$ cat src/rtl/lkv_pkg.sv
// ----------------------------------------------------------------------------
// LRU key/value cache package
// Shared types and constants for the fully associative LRU key/value cache.
// ----------------------------------------------------------------------------
package lkv_pkg;

    // Request operation codes.
    typedef enum logic {
        OP_GET = 1'b0,
        OP_PUT = 1'b1
    } t_op;

    // Fixed payload widths.
    localparam int KEY_W = 32;
    localparam int VAL_W = 32;
    localparam int CAP_W = 5;

    // Value returned by a get that misses (-1 in two's complement).
    localparam logic signed [VAL_W-1:0] READ_MISS = '1;

    // Capacity register value after reset.
    localparam logic [CAP_W-1:0] CAP_RESET = 5'd16;

    // Recency update command from the cache core to the rank table.
    typedef struct packed {
        logic touch;   // move the hit entry to most recent
        logic insert;  // age every surviving entry, new entry becomes most recent
    } t_rank_cmd;

endpackage

$ cat src/rtl/lkv_req_if.sv
// ----------------------------------------------------------------------------
// LRU cache request interface
// Valid/ready channel that carries one get or put request per transaction.
// ----------------------------------------------------------------------------
interface lkv_req_if;
    logic               valid;
    logic               ready;
    logic               operation;
    logic signed [31:0] lookup_key;
    logic signed [31:0] write_value;

    modport source (output valid, output operation, output lookup_key,
                    output write_value, input ready);
    modport sink   (input valid, input operation, input lookup_key,
                    input write_value, output ready);
endinterface

$ cat src/rtl/lkv_rsp_if.sv
// ----------------------------------------------------------------------------
// LRU cache response interface
// Valid/ready channel that carries one result per transaction.
// ----------------------------------------------------------------------------
interface lkv_rsp_if;
    logic               valid;
    logic               ready;
    logic               hit;
    logic signed [31:0] read_value;

    modport source (output valid, output hit, output read_value, input ready);
    modport sink   (input valid, input hit, input read_value, output ready);
endinterface

$ cat src/rtl/lkv_lookup.sv
// ----------------------------------------------------------------------------
// LRU cache lookup
// Compares the request key against every valid entry in parallel and picks
// the lowest-numbered slot that is free once the evicted entry is removed.
// ----------------------------------------------------------------------------
module lkv_lookup #(
    parameter int ENTRIES = 16
) (
    input  logic [ENTRIES-1:0][lkv_pkg::KEY_W-1:0] i_keys,
    input  logic [ENTRIES-1:0]                     i_valid,
    input  logic [lkv_pkg::KEY_W-1:0]              i_key,
    input  logic [ENTRIES-1:0]                     i_evict_vec,
    output logic [ENTRIES-1:0]                     o_hit_vec,
    output logic                                   o_hit,
    output logic [ENTRIES-1:0]                     o_free_vec
);
    import lkv_pkg::*;

    logic [ENTRIES-1:0] w_avail;
    logic               w_found;

    // Parallel key match against valid entries.
    always_comb begin
        for (int i = 0; i < ENTRIES; i++) begin
            o_hit_vec[i] = i_valid[i] && (i_keys[i] == i_key);
        end
    end

    assign o_hit   = |o_hit_vec;
    assign w_avail = ~(i_valid & ~i_evict_vec);

    // Lowest-numbered free slot as a one-hot vector.
    always_comb begin
        o_free_vec = '0;
        w_found    = 1'b0;
        for (int i = 0; i < ENTRIES; i++) begin
            if (w_avail[i] && !w_found) begin
                o_free_vec[i] = 1'b1;
                w_found       = 1'b1;
            end
        end
    end

endmodule

$ cat src/rtl/lkv_recency.sv
// ----------------------------------------------------------------------------
// LRU cache recency table
// Holds one recency rank per entry (0 = most recent) and finds the least
// recent valid entry, whose rank is always the entry count minus one.
// ----------------------------------------------------------------------------
module lkv_recency #(
    parameter int ENTRIES = 16,
    parameter int RANK_W  = 4,
    parameter int CNT_W   = 5
) (
    input  logic                      i_clk,
    input  logic                      i_rst_n,
    input  lkv_pkg::t_rank_cmd        i_cmd,
    input  logic [ENTRIES-1:0]        i_valid,
    input  logic [ENTRIES-1:0]        i_hit_vec,
    input  logic [ENTRIES-1:0]        i_evict_vec,
    input  logic [ENTRIES-1:0]        i_free_vec,
    input  logic [CNT_W-1:0]          i_count,
    output logic [ENTRIES-1:0]        o_victim_vec
);
    import lkv_pkg::*;

    logic [ENTRIES-1:0][RANK_W-1:0] r_rank;
    logic [ENTRIES-1:0][RANK_W-1:0] n_rank;
    logic [RANK_W-1:0]              w_hit_rank;
    logic [CNT_W-1:0]               w_last;
    logic [RANK_W-1:0]              w_last_rank;

    // The oldest entry carries rank count - 1.
    assign w_last      = i_count - CNT_W'(1);
    assign w_last_rank = w_last[RANK_W-1:0];

    always_comb begin
        for (int i = 0; i < ENTRIES; i++) begin
            o_victim_vec[i] = i_valid[i] && (r_rank[i] == w_last_rank);
        end
    end

    // Rank of the hit entry; at most one entry matches.
    always_comb begin
        w_hit_rank = '0;
        for (int i = 0; i < ENTRIES; i++) begin
            if (i_hit_vec[i]) begin
                w_hit_rank = w_hit_rank | r_rank[i];
            end
        end
    end

    // Next ranks for a touch or an insert.
    always_comb begin
        n_rank = r_rank;
        for (int i = 0; i < ENTRIES; i++) begin
            if (i_cmd.touch) begin
                if (i_hit_vec[i]) begin
                    n_rank[i] = '0;
                end else if (i_valid[i] && (r_rank[i] < w_hit_rank)) begin
                    n_rank[i] = r_rank[i] + RANK_W'(1);
                end
            end else if (i_cmd.insert) begin
                if (i_free_vec[i]) begin
                    n_rank[i] = '0;
                end else if (i_valid[i] && !i_evict_vec[i]) begin
                    n_rank[i] = r_rank[i] + RANK_W'(1);
                end
            end
        end
    end

    always_ff @(posedge i_clk) begin
        if (!i_rst_n) begin
            r_rank <= '0;
        end else begin
            r_rank <= n_rank;
        end
    end

endmodule

$ cat src/rtl/lru_key_value_cache_core.sv
// ----------------------------------------------------------------------------
// LRU key/value cache core
// Fully associative key/value store with least-recently-used replacement.
//
//   Channel   Dir  Handshake            Payload
//   i_req     in   valid/ready          operation, lookup_key, write_value
//   o_rsp     out  valid/ready          hit, read_value
//   i_cfg_*   in   write enable, data   capacity_limit (5 bits)
//
// Each request waits in the input register, where the key match and rank
// update run, and its result is then held in the result register.
// o_rsp.valid therefore rises once the result register is loaded. One request
// per cycle is sustained while o_rsp.ready stays high. Reset (synchronous,
// active low) clears all valid marks, ranks and the entry count and sets the
// capacity to 16. A stalled response holds the result register, and the input
// register accepts a new request only when its current one can move on.
// ----------------------------------------------------------------------------
module lru_key_value_cache_core #(
    parameter int ENTRIES = 16
) (
    input  logic                      i_clk,
    input  logic                      i_rst_n,
    lkv_req_if.sink                   i_req,
    lkv_rsp_if.source                 o_rsp,
    input  logic                      i_cfg_wr_en,
    input  logic [lkv_pkg::CAP_W-1:0] i_cfg_wr_data
);
    import lkv_pkg::*;

    localparam int RANK_W = (ENTRIES > 1) ? $clog2(ENTRIES) : 1;
    localparam int CNT_W  = $clog2(ENTRIES + 1);
    localparam int CMP_W  = (CNT_W > CAP_W) ? CNT_W : CAP_W;

    // Configuration.
    logic [CAP_W-1:0] r_cap;

    // Input register.
    logic             r_in_valid;
    t_op              r_in_op;
    logic [KEY_W-1:0] r_in_key;
    logic [VAL_W-1:0] r_in_val;

    // Result register.
    logic             r_out_valid;
    logic             r_out_hit;
    logic [VAL_W-1:0] r_out_val;
    logic             n_out_hit;
    logic [VAL_W-1:0] n_out_val;

    // Entry storage.
    logic [ENTRIES-1:0][KEY_W-1:0] r_key;
    logic [ENTRIES-1:0][VAL_W-1:0] r_value;
    logic [ENTRIES-1:0]            r_valid;
    logic [CNT_W-1:0]              r_count;
    logic [ENTRIES-1:0]            n_valid;
    logic [CNT_W-1:0]              n_count;

    // Lookup and update control.
    logic               w_fire;
    logic [ENTRIES-1:0] w_hit_vec;
    logic               w_hit;
    logic [ENTRIES-1:0] w_free_vec;
    logic [ENTRIES-1:0] w_victim_vec;
    logic [ENTRIES-1:0] w_evict_vec;
    logic [VAL_W-1:0]   w_hit_val;
    logic [CAP_W-1:0]   w_cap_min1;
    logic               w_full;
    logic               w_put_hit;
    logic               w_put_miss;
    logic               w_evict;
    t_rank_cmd          w_cmd;

    // Handshake: the stage fires when the result register can take a result.
    assign w_fire      = r_in_valid && (!r_out_valid || o_rsp.ready);
    assign i_req.ready = !r_in_valid || w_fire;

    assign o_rsp.valid      = r_out_valid;
    assign o_rsp.hit        = r_out_hit;
    assign o_rsp.read_value = r_out_val;

    // Capacity of zero acts as one; a capacity above ENTRIES saturates.
    assign w_cap_min1 = (r_cap == '0) ? CAP_W'(1) : r_cap;
    assign w_full     = (CMP_W'(r_count) >= CMP_W'(ENTRIES))
                     || (CMP_W'(r_count) >= CMP_W'(w_cap_min1));

    assign w_put_hit   = w_fire && (r_in_op == OP_PUT) && w_hit;
    assign w_put_miss  = w_fire && (r_in_op == OP_PUT) && !w_hit;
    assign w_evict     = w_put_miss && w_full;
    assign w_evict_vec = w_evict ? w_victim_vec : '0;

    assign w_cmd.touch  = w_fire && w_hit;
    assign w_cmd.insert = w_put_miss;

    lkv_lookup #(
        .ENTRIES (ENTRIES)
    ) u_lookup (
        .i_keys      (r_key),
        .i_valid     (r_valid),
        .i_key       (r_in_key),
        .i_evict_vec (w_evict_vec),
        .o_hit_vec   (w_hit_vec),
        .o_hit       (w_hit),
        .o_free_vec  (w_free_vec)
    );

    lkv_recency #(
        .ENTRIES (ENTRIES),
        .RANK_W  (RANK_W),
        .CNT_W   (CNT_W)
    ) u_recency (
        .i_clk        (i_clk),
        .i_rst_n      (i_rst_n),
        .i_cmd        (w_cmd),
        .i_valid      (r_valid),
        .i_hit_vec    (w_hit_vec),
        .i_evict_vec  (w_evict_vec),
        .i_free_vec   (w_free_vec),
        .i_count      (r_count),
        .o_victim_vec (w_victim_vec)
    );

    // Value of the hit entry, selected by the one-hot match vector.
    always_comb begin
        w_hit_val = '0;
        for (int i = 0; i < ENTRIES; i++) begin
            if (w_hit_vec[i]) begin
                w_hit_val = w_hit_val | r_value[i];
            end
        end
    end

    // Result of the current request.
    always_comb begin
        n_out_hit = w_hit;
        if (r_in_op == OP_GET) begin
            n_out_val = w_hit ? w_hit_val : READ_MISS;
        end else begin
            n_out_val = '0;
        end
    end

    // Valid marks and entry count after an eviction and an insert.
    always_comb begin
        n_valid = r_valid;
        n_count = r_count;
        if (w_put_miss) begin
            n_valid = (r_valid & ~w_evict_vec) | w_free_vec;
            if (!w_evict) begin
                n_count = r_count + CNT_W'(1);
            end
        end
    end

    // Control registers.
    always_ff @(posedge i_clk) begin
        if (!i_rst_n) begin
            r_cap       <= CAP_RESET;
            r_in_valid  <= 1'b0;
            r_out_valid <= 1'b0;
            r_valid     <= '0;
            r_count     <= '0;
        end else begin
            if (i_cfg_wr_en) begin
                r_cap <= i_cfg_wr_data;
            end
            if (i_req.ready) begin
                r_in_valid <= i_req.valid;
            end
            if (w_fire) begin
                r_out_valid <= 1'b1;
            end else if (o_rsp.ready) begin
                r_out_valid <= 1'b0;
            end
            r_valid <= n_valid;
            r_count <= n_count;
        end
    end

    // Payload registers.
    always_ff @(posedge i_clk) begin
        if (i_req.valid && i_req.ready) begin
            r_in_op  <= t_op'(i_req.operation);
            r_in_key <= i_req.lookup_key;
            r_in_val <= i_req.write_value;
        end
        if (w_fire) begin
            r_out_hit <= n_out_hit;
            r_out_val <= n_out_val;
        end
    end

    // Entry key and value writes.
    always_ff @(posedge i_clk) begin
        for (int i = 0; i < ENTRIES; i++) begin
            if (w_put_miss && w_free_vec[i]) begin
                r_key[i]   <= r_in_key;
                r_value[i] <= r_in_val;
            end else if (w_put_hit && w_hit_vec[i]) begin
                r_value[i] <= r_in_val;
            end
        end
    end

endmodule
$ cat src/flat_wrapper.sv
// flat-port wrapper written by rule: the top's interface ports become plain ports
module lru_key_value_cache_core_flat import lkv_pkg::*;
#(
    parameter int ENTRIES = 16
)
  (i_clk, i_rst_n, i_cfg_wr_en, i_cfg_wr_data, i_req_valid, i_req_operation, i_req_lookup_key, i_req_write_value, i_req_ready, o_rsp_valid, o_rsp_hit, o_rsp_read_value, o_rsp_ready);
  lkv_req_if i_req_i ();
  lkv_rsp_if o_rsp_i ();
  input  logic i_clk;
  input  logic i_rst_n;
  input  logic i_cfg_wr_en;
  input  logic [lkv_pkg::CAP_W-1:0] i_cfg_wr_data;
  input wire logic [$bits(i_req_i.valid)-1:0] i_req_valid;
  input wire logic [$bits(i_req_i.operation)-1:0] i_req_operation;
  input wire logic [$bits(i_req_i.lookup_key)-1:0] i_req_lookup_key;
  input wire logic [$bits(i_req_i.write_value)-1:0] i_req_write_value;
  output wire logic [$bits(i_req_i.ready)-1:0] i_req_ready;
  output wire logic [$bits(o_rsp_i.valid)-1:0] o_rsp_valid;
  output wire logic [$bits(o_rsp_i.hit)-1:0] o_rsp_hit;
  output wire logic [$bits(o_rsp_i.read_value)-1:0] o_rsp_read_value;
  input wire logic [$bits(o_rsp_i.ready)-1:0] o_rsp_ready;
  assign i_req_i.valid = i_req_valid;
  assign i_req_i.operation = i_req_operation;
  assign i_req_i.lookup_key = i_req_lookup_key;
  assign i_req_i.write_value = i_req_write_value;
  assign i_req_ready = i_req_i.ready;
  assign o_rsp_valid = o_rsp_i.valid;
  assign o_rsp_hit = o_rsp_i.hit;
  assign o_rsp_read_value = o_rsp_i.read_value;
  assign o_rsp_i.ready = o_rsp_ready;
  lru_key_value_cache_core #(.ENTRIES(ENTRIES)) u_core (.i_clk(i_clk), .i_rst_n(i_rst_n), .i_req(i_req_i), .o_rsp(o_rsp_i), .i_cfg_wr_en(i_cfg_wr_en), .i_cfg_wr_data(i_cfg_wr_data));
endmodule
$ cat config.mk
export PLATFORM = sky130hd
export DESIGN_NAME = lru_key_value_cache_core_flat
export DESIGN_NICKNAME = d
export VERILOG_FILES = /design/src/rtl/lkv_pkg.sv /design/src/rtl/lkv_req_if.sv /design/src/rtl/lkv_rsp_if.sv /design/src/rtl/lkv_lookup.sv /design/src/rtl/lkv_recency.sv /design/src/rtl/lru_key_value_cache_core.sv /design/src/flat_wrapper.sv
export SDC_FILE = /design/constraint.sdc
export NUM_CORES = 2
export LEC_CHECK = 0
export ABC_CLOCK_PERIOD_IN_PS = 14800
export BUFFER_PORTS_ARGS = -buffer_cell sky130_fd_sc_hd__buf_2
export CORE_UTILIZATION = 32
export CTS_CLUSTER_DIAMETER = 50
export DETAILED_ROUTE_END_ITERATION = 10
export GPL_TIMING_DRIVEN = 0
export PLACE_DENSITY = 0.57
export SLEW_MARGIN = 25
export SYNTH_ARGS = -nofsm -noshare
export SYNTH_HDL_FRONTEND = slang
export SYNTH_HIERARCHICAL = 1
export SYNTH_SLANG_ARGS = --single-unit
$ cat constraint.sdc
create_clock -name i_clk -period 14.8 [get_ports i_clk]
set_input_delay 2.22 -clock i_clk [delete_from_list [all_inputs] [get_ports i_clk]]
set_output_delay 2.22 -clock i_clk [all_outputs]
set_load 0.005 [all_outputs]
# Yosys cells after proc, flatten, opt, wreduce, memory -nomap -nowiden
# Index checks and enable logic that the tools add are counted.
[word_totals]
regBits = 1214
inputBits = 75
output_inout_bits = 35
word_cells = 580
[classes]
add_sub_neg = 18
magnitude_cmp = 18
eq_ne = 48
muxes = 195
n_bitwise = 35
reduce_logical = 208
[op_table]
columns = ["op", "count"]
rows = [
  ["$mux 32", 49],
  ["$eq 32x32->1", 16],
  ["$or 32x32->32", 15],
  ["$mux 4", 112],
  ["$logic_and 1x1->1", 118],
  ["$add 4x1->4 const B", 16],
  ["$eq 4x4->1", 16],
  ["$lt 4x4->1", 16],
  ["$or 4x4->4", 15],
  ["$ne 3x1->1 const B", 16],
  ["$reduce_and 3->1", 16],
  ["$reduce_bool 3->1", 16],
  ["$reduce_bool 2->1", 18],
  ["$logic_not 1->1", 34],
  ["$mux 1", 32],
  ["$not 16->16", 2],
  ["$and 16x16->16", 1],
  ["$mux 16", 1],
  ["$or 16x16->16", 1],
  ["$reduce_or 16->1", 1],
  ["$add 5x1->5 const B", 1],
  ["$ge 5x5->1", 1],
  ["$ge 5x5->1 const B", 1],
  ["$logic_not 5->1", 1],
  ["other kinds (5)", 7],
]

# Logic depth before layout (Yosys ltp)
[logic_depth]
word_depth = 59
ltp_mapped = 24
mapped_depth_nobuf = 20

# Cells and area by module
# The synthesis kept the hierarchy.
[modules_own_cells]
columns = ["module", "n_inst", "cells_per_inst", "area_each_um2", "seq_area_each_um2"]
rows = [
  ["lru_key_value_cache_core", 1, 1787, 38275.5, 34252.9],
  ["lkv_lookup", 1, 815, 6301.0, 0.0],
  ["lkv_recency", 1, 746, 6158.4, 1281.2],
]

# Worst setup path before layout
# No wires, ideal clock.
[synth_path]
path_kind = "register -> register"
start = "register u_core.r_in_key[28]"
end = "register u_core/r_value[448] in the netlist's numbering, enable pin"
setup_ps = 389
arrival_ps = 5538
required_ps = 14411
path_slack_ps = 8873
path_stages_with_launch = 22
path_buffers = 4
cell_sequence = "edfxtp_1 > buf_2 > buf_2 > xor2_1 > nor4_1 > nand4_1 > nor3_1 > nor4_1 > nand4_1 > clkbuf_2 > and4bb_4 > nor2b_4 > buf_2 > and2_1 > nand4bb_4 > nor4b_4 > nand4_1 > nand2b_4 > or3_4 > nor3_2 > nand2_4 > nand2_1"
[synth_between]
elab_cells_between_ends = 87
cone_classes = "16 x eq/ne; 16 x mux; 3 x bitwise; 52 x reduce/logical"
[synth_rtl]
columns = ["item", "line", "rtl"]
rows = [
  ["start: declaration", "lru_key_value_cache_core.sv:40", "logic [KEY_W-1:0] r_in_key;"],
  ["start signal: assignment", "lru_key_value_cache_core.sv:183", "r_in_key <= i_req.lookup_key;"],
  ["$eq 32x32->1 (*)", "lkv_lookup.sv:25", "o_hit_vec[i] = i_valid[i] && (i_keys[i] == i_key);"],
  ["$logic_and 1x1->1 (*)", "lkv_lookup.sv:25", ""],
  ["named net u_core.w_hit_vec[12]", "lru_key_value_cache_core.sv:60", "logic [ENTRIES-1:0] w_hit_vec;"],
  ["$reduce_or 16->1 (*)", "lkv_lookup.sv:29", "assign o_hit = |o_hit_vec;"],
  ["named net u_core.n_out_hit", "lru_key_value_cache_core.sv:47", "logic n_out_hit;"],
  ["$logic_not 1->1 (*)", "lru_key_value_cache_core.sv:87", "assign w_put_miss = w_fire && (r_in_op == OP_PUT) && !w_hit;"],
  ["$logic_and 1x1->1 (*)", "lru_key_value_cache_core.sv:87", ""],
  ["$logic_and 1x1->1 (*)", "lru_key_value_cache_core.sv:88", "assign w_evict = w_put_miss && w_full;"],
  ["[... 1 more ...]", "--", ""],
  ["named net u_core.w_evict_vec[1]", "lru_key_value_cache_core.sv:64", "logic [ENTRIES-1:0] w_evict_vec;"],
  ["[... 39 more ...]", "--", ""],
  ["$logic_and 1x1->1", "lkv_lookup.sv:37", "if (w_avail[i] && !w_found) begin"],
  ["$mux 1 (*)", "lkv_lookup.sv:37", ""],
  ["$logic_not 1->1 (*)", "lkv_lookup.sv:37", ""],
  ["$logic_and 1x1->1 (*)", "lkv_lookup.sv:37", ""],
  ["$mux 1 (*)", "lkv_lookup.sv:37", ""],
  ["named net u_core.w_free_vec[14]", "lru_key_value_cache_core.sv:62", "logic [ENTRIES-1:0] w_free_vec;"],
  ["$logic_and 1x1->1 (*)", "lru_key_value_cache_core.sv:195", "if (w_put_miss && w_free_vec[i]) begin"],
  ["$reduce_bool 2->1 (no source line) (*)", "--", ""],
  ["end signal: indexed assignment", "lru_key_value_cache_core.sv:197", "r_value[i] <= r_in_val;"],
  ["end signal: indexed assignment", "lru_key_value_cache_core.sv:199", "r_value[i] <= r_in_val;"],
  ["end: declaration", "lru_key_value_cache_core.sv:52", "logic [ENTRIES-1:0][VAL_W-1:0] r_value;"],
]
# Mark *: on every way through the listed nets, which the timed path passes. The rest lies on a longest branch.
# A chain may end at the register's enable or synchronous reset.

# Worst setup path in the final report
[layout_path]
start = "register u_core.r_in_key[28]"
end = "register u_core/u_recency/r_rank[49] in the netlist's numbering"
[layout_between]
elab_cells_between_ends = 121
cone_classes = "1 x order compare; 17 x eq/ne; 34 x mux; 18 x bitwise; 51 x reduce/logical"
[layout_rtl]
columns = ["item", "line", "rtl"]
rows = [
  ["$eq 32x32->1 (*)", "lkv_lookup.sv:25", ""],
  ["$logic_and 1x1->1 (*)", "lkv_lookup.sv:25", ""],
  ["named net u_core.w_hit_vec[12]", "lru_key_value_cache_core.sv:60", ""],
  ["$reduce_or 16->1 (*)", "lkv_lookup.sv:29", ""],
  ["named net u_core.n_out_hit", "lru_key_value_cache_core.sv:47", ""],
  ["$logic_not 1->1 (*)", "lru_key_value_cache_core.sv:87", ""],
  ["$logic_and 1x1->1 (*)", "lru_key_value_cache_core.sv:87", ""],
  ["$logic_and 1x1->1 (*)", "lru_key_value_cache_core.sv:88", ""],
  ["[... 1 more ...]", "--", ""],
  ["named net u_core.w_evict_vec[1]", "lru_key_value_cache_core.sv:64", ""],
  ["[... 34 more ...]", "--", ""],
  ["$mux 1 (*)", "lkv_lookup.sv:37", ""],
  ["$logic_not 1->1 (*)", "lkv_lookup.sv:37", ""],
  ["$logic_and 1x1->1 (*)", "lkv_lookup.sv:37", ""],
  ["$mux 1 (*)", "lkv_lookup.sv:37", ""],
  ["named net u_core.w_free_vec[12]", "lru_key_value_cache_core.sv:62", ""],
  ["$mux 4", "lkv_recency.sv:60", "if (i_free_vec[i]) begin"],
  ["$mux 4", "lkv_recency.sv:59", "end else if (i_cmd.insert) begin"],
  ["$mux 4", "lkv_recency.sv:53", "if (i_cmd.touch) begin"],
  ["end signal: assignment", "lkv_recency.sv:73", "r_rank <= n_rank;"],
  ["end: declaration", "lkv_recency.sv:23", "logic [ENTRIES-1:0][RANK_W-1:0] r_rank;"],
]
# Mark *: on every way through the listed nets, which the timed path passes. The rest lies on a longest branch. The select of a mux whose other input is x is not followed.

==> qor.csv <==
metric,value,unit
outcome,finished clean,
wl on met1,67840,um
Slew Limit Fails,0,
syn_nets,3495,
worst-case clock skew,0.04591,ns
drt total wl,165400,um
number of antenna violations at the first check in global routing,4,
syn avg cell area,15.15,um2
die span in x,400.2,um
total global routing overflow,0,
register area,35530,um2
MaxCap Viol Count,0,
Psw,1.678,mW
via count,31660,
I/O pins,110,
worst endpoint data arrival time,9.58,ns
Clock transition at path regs,0.05,ns
pin count of the biggest net entering global routing,34,
CTS Sinks,1214,
Max VDD drop,0.1115,mV
Synth top area share,66.41,%
GPL Wtd Cong,0.8923,
Yosys reg bits,1214,
First-pass DRT Iterations,7,
met3 WL,13180,um
Tcrit/Tclk final,60.19,%
number of global-route vias before repair,30100,
WS Path Type,reg -> reg,
endpoints failing setup,0,
1st-iter DRT viols,3700,
Layout Utilization,37.95,%
Hold WC Path Type,reg -> reg,
Port-buffer cells,108,
Synth warnings,6,
WL met2,79540,um
die extent in y,400.2,um
"Distinct cells, synth",67,
H-tree levels,4,
Worst-Skew Late Latency,0.78,ns
HPWL Detailed,106900,um
sequential share of power,50.6,%
Initial Utilization,32.37,%
min Tclk post-route,8.908,ns
Post-synth EDFFs,1122,
Layout Nets,3797,
Hold Buf Count CTS,0,
"Cell Area, Synth",50730,um2
worst-margin pin slew,1.219,ns
Worst EP required,15.47,ns
Synth Instances,3348,
PnR worst setup slack,5.892,ns
die area,160100,um2
routed vias/inst,5.432,
Final Hold Fails,0,
DRC,0,
Root Buffer,clkbuf_16,
fmax,0.1123,GHz
Slew headroom,18.71,%
CTS max path bufs,3,
post-synthesis sequential area ratio,70.04,%
setup repair after global routing missed its margin,no,
hold slack,0.4787,ns
CTS tree,done,
fraction of layout instances using a drive strength above 1,14.74,%
first-pass GRT wire length,229900,um
post-cts sizing count,0,
crit path max fanout,17,
Cell Int Power,5.889,mW
site row count,145,
Post-DRT Antenna Nets,0,
Leak,19.85,nW
average routed wire per standard cell,28.38,um
CP endpoint kind,flip-flop,
Sw Ratio,22.18,%
Power Dens Cells,127.2,nW/um2
setup bufs post-CTS,0,
Startpoint Class,flip-flop,
Synth Flop Type,edfxtp_1,
core area,156800,um2
ranking of synthesized cells by area,"edfxtp_1 66%, xor2_1 8.7%, dfxtp_1 3.6%, a22oi_1 3.2%, ha_1 1.8%",
GR Util All Layers,20.44,%
Final TNS setup,0,ns
"FFs w/ async S/R, synth",0,%
Setup WS pre-CTS,6.112,ns
area delta synth->final,17.25,%
Layout fillers,14780,
clock share of power,46.0,%
TritonCTS buffer count,142,
Top Layer Used,met5,
area of the multi-input gates,14490,um2
part of the power in combinational logic,3.3,%
Synth area leader,edfxtp_1,
[synthesized netlist by cell type, types with 15 or more instances]
master	number
ha_1	72
o21a_1	15
o2111ai_1	17
o41ai_1	17
edfxtp_1	1122
nor2_1	40
inv_1	17
a21oi_1	22
a22oi_1	214
nor2b_1	35
mux2i_1	54
xnor2_1	69
xor2_1	505
o21ai_0	47
nand2_1	177
a222oi_1	33
dfxtp_1	92
nor3_1	47
o21ai_1	18
nor4_1	112
nand4_1	74
buf_2	71
nand2b_1	67
clkbuf_1	72
nand3_1	114
nand2_4	16
and2_1	36
a31oi_1	48
[metal layers]
layer  global-route usage [%]  vias up
met5                        0        -
met4                    6.104        2
met3                    3.771      245
met2                    33.62     1449
met1                    27.35    16450
li1                         -    13510
[layout make-up]
class / instances / share of cell area, %
flip-flops and latches: 1214 / 59.74
multi-input cells: 1938 / 24.36
clock buffers: 173 / 6.348
inverters: 33 / 0.2293
plain buffers: 163 / 1.378
clock inverters: 86 / 1.483
repair buffers: 158 / 2.116
well taps: 2058 / 4.329
diodes: 4 / 0.01683
[final timing paths]
path | startpoint | end | slack, ns | depth (start not counted)
setup reg to reg | u_core/r_in_key[28] | u_core/u_recency/r_rank[49] | 5.89 | 24
hold reg to reg | u_core/r_count[4] | u_core/r_count[4] | 0.48 | 2
setup / recovery | u_core/r_in_key[28] | u_core/u_recency/r_rank[49] | 5.89 | 24
hold / removal | u_core/r_count[4] | u_core/r_count[4] | 0.48 | 2
[cell usage in the layout, fill, tap and decap left out, types with 33 or more instances in the layout]
cell type	synthesis	layout
a222oi_1	33	33
a22oi_1	214	214
a31oi_1	48	48
and2_1	36	35
buf_2	71	184
clkbuf_1	72	91
clkbuf_16	0	147
dfxtp_1	92	92
edfxtp_1	1122	1122
ha_1	72	72
mux2i_1	54	54
nand2_1	177	161
nand2b_1	67	67
nand3_1	114	114
nand4_1	74	74
nor2_1	40	37
nor2b_1	35	34
nor3_1	47	35
nor4_1	112	108
o21ai_0	47	47
xnor2_1	69	69
xor2_1	505	505
[flip-flops by register name (all words and copies together) (netlist names)]
register,flops
u_core/r_in_key,32
u_core/r_in_op,1
u_core/o_rsp.hit,1
u_core/r_key,512
u_core/r_in_valid,1
u_core/r_in_val,32
u_core/o_rsp.read_value,32
u_core/o_rsp.valid,1
u_core/r_valid,16
u_core/r_cap,5
u_core/r_count,5
u_core/r_value,512
u_core/u_recency/r_rank,64
[stage by stage]
step / instances / total power, mW / instance area (um2)
floorplan: 3348 / 4.005 / 50730
global placement: 5514 / 4.138 / 53850
detailed placement: 5562 / 4.152 / 54790
CTS: 5821 / 7.615 / 59440
global route: 5823 / 7.763 / 59470
finish: 5827 / 7.567 / 59480
[power groups by stage]
stage / combinational [mW] / sequential (mW) / clock [mW]
floorplan: 0.131 / 3.87 / 0
global placement: 0.217 / 3.92 / 0
detailed placement: 0.247 / 3.91 / 0
CTS: 0.249 / 3.83 / 3.53
global route: 0.265 / 3.83 / 3.66
finish: 0.252 / 3.83 / 3.48
[worst max-delay path: stages, from the launching register on]
cell and delay [ns]:
edfxtp_1 1.07, buf_2 0.44, buf_2 0.52, xor2_1 0.13, nor4_1 1.02, nand4_1 0.50, nor3_2 0.28, buf_4 0.22
nor4_1 0.08, nand4_1 0.17, clkbuf_2 0.26, and4bb_4 0.27, nor2b_4 0.16, buf_2 0.21, and2_1 0.21, nand4bb_4 0.30
nor4b_4 0.44, nand4_1 0.18, nand2b_4 0.19, nor4b_1 0.70, a21oi_1 0.29, o21ai_0 0.33, nand2_1 0.17, o41ai_2 0.37
mux2i_1 0.24
[logic make-up after synthesis]
kind of cell               share of synthesized area, %
AOI/OAI and AO/OA                                 7.140
xor gates and xnor gates                          9.941
adders and majority gates                         1.776
buffers and inverters                             1.864
DFF                                               70.04
muxes                                             1.065
and+or+nand+nor                                   8.175
(Power assumes the default switching activity.)
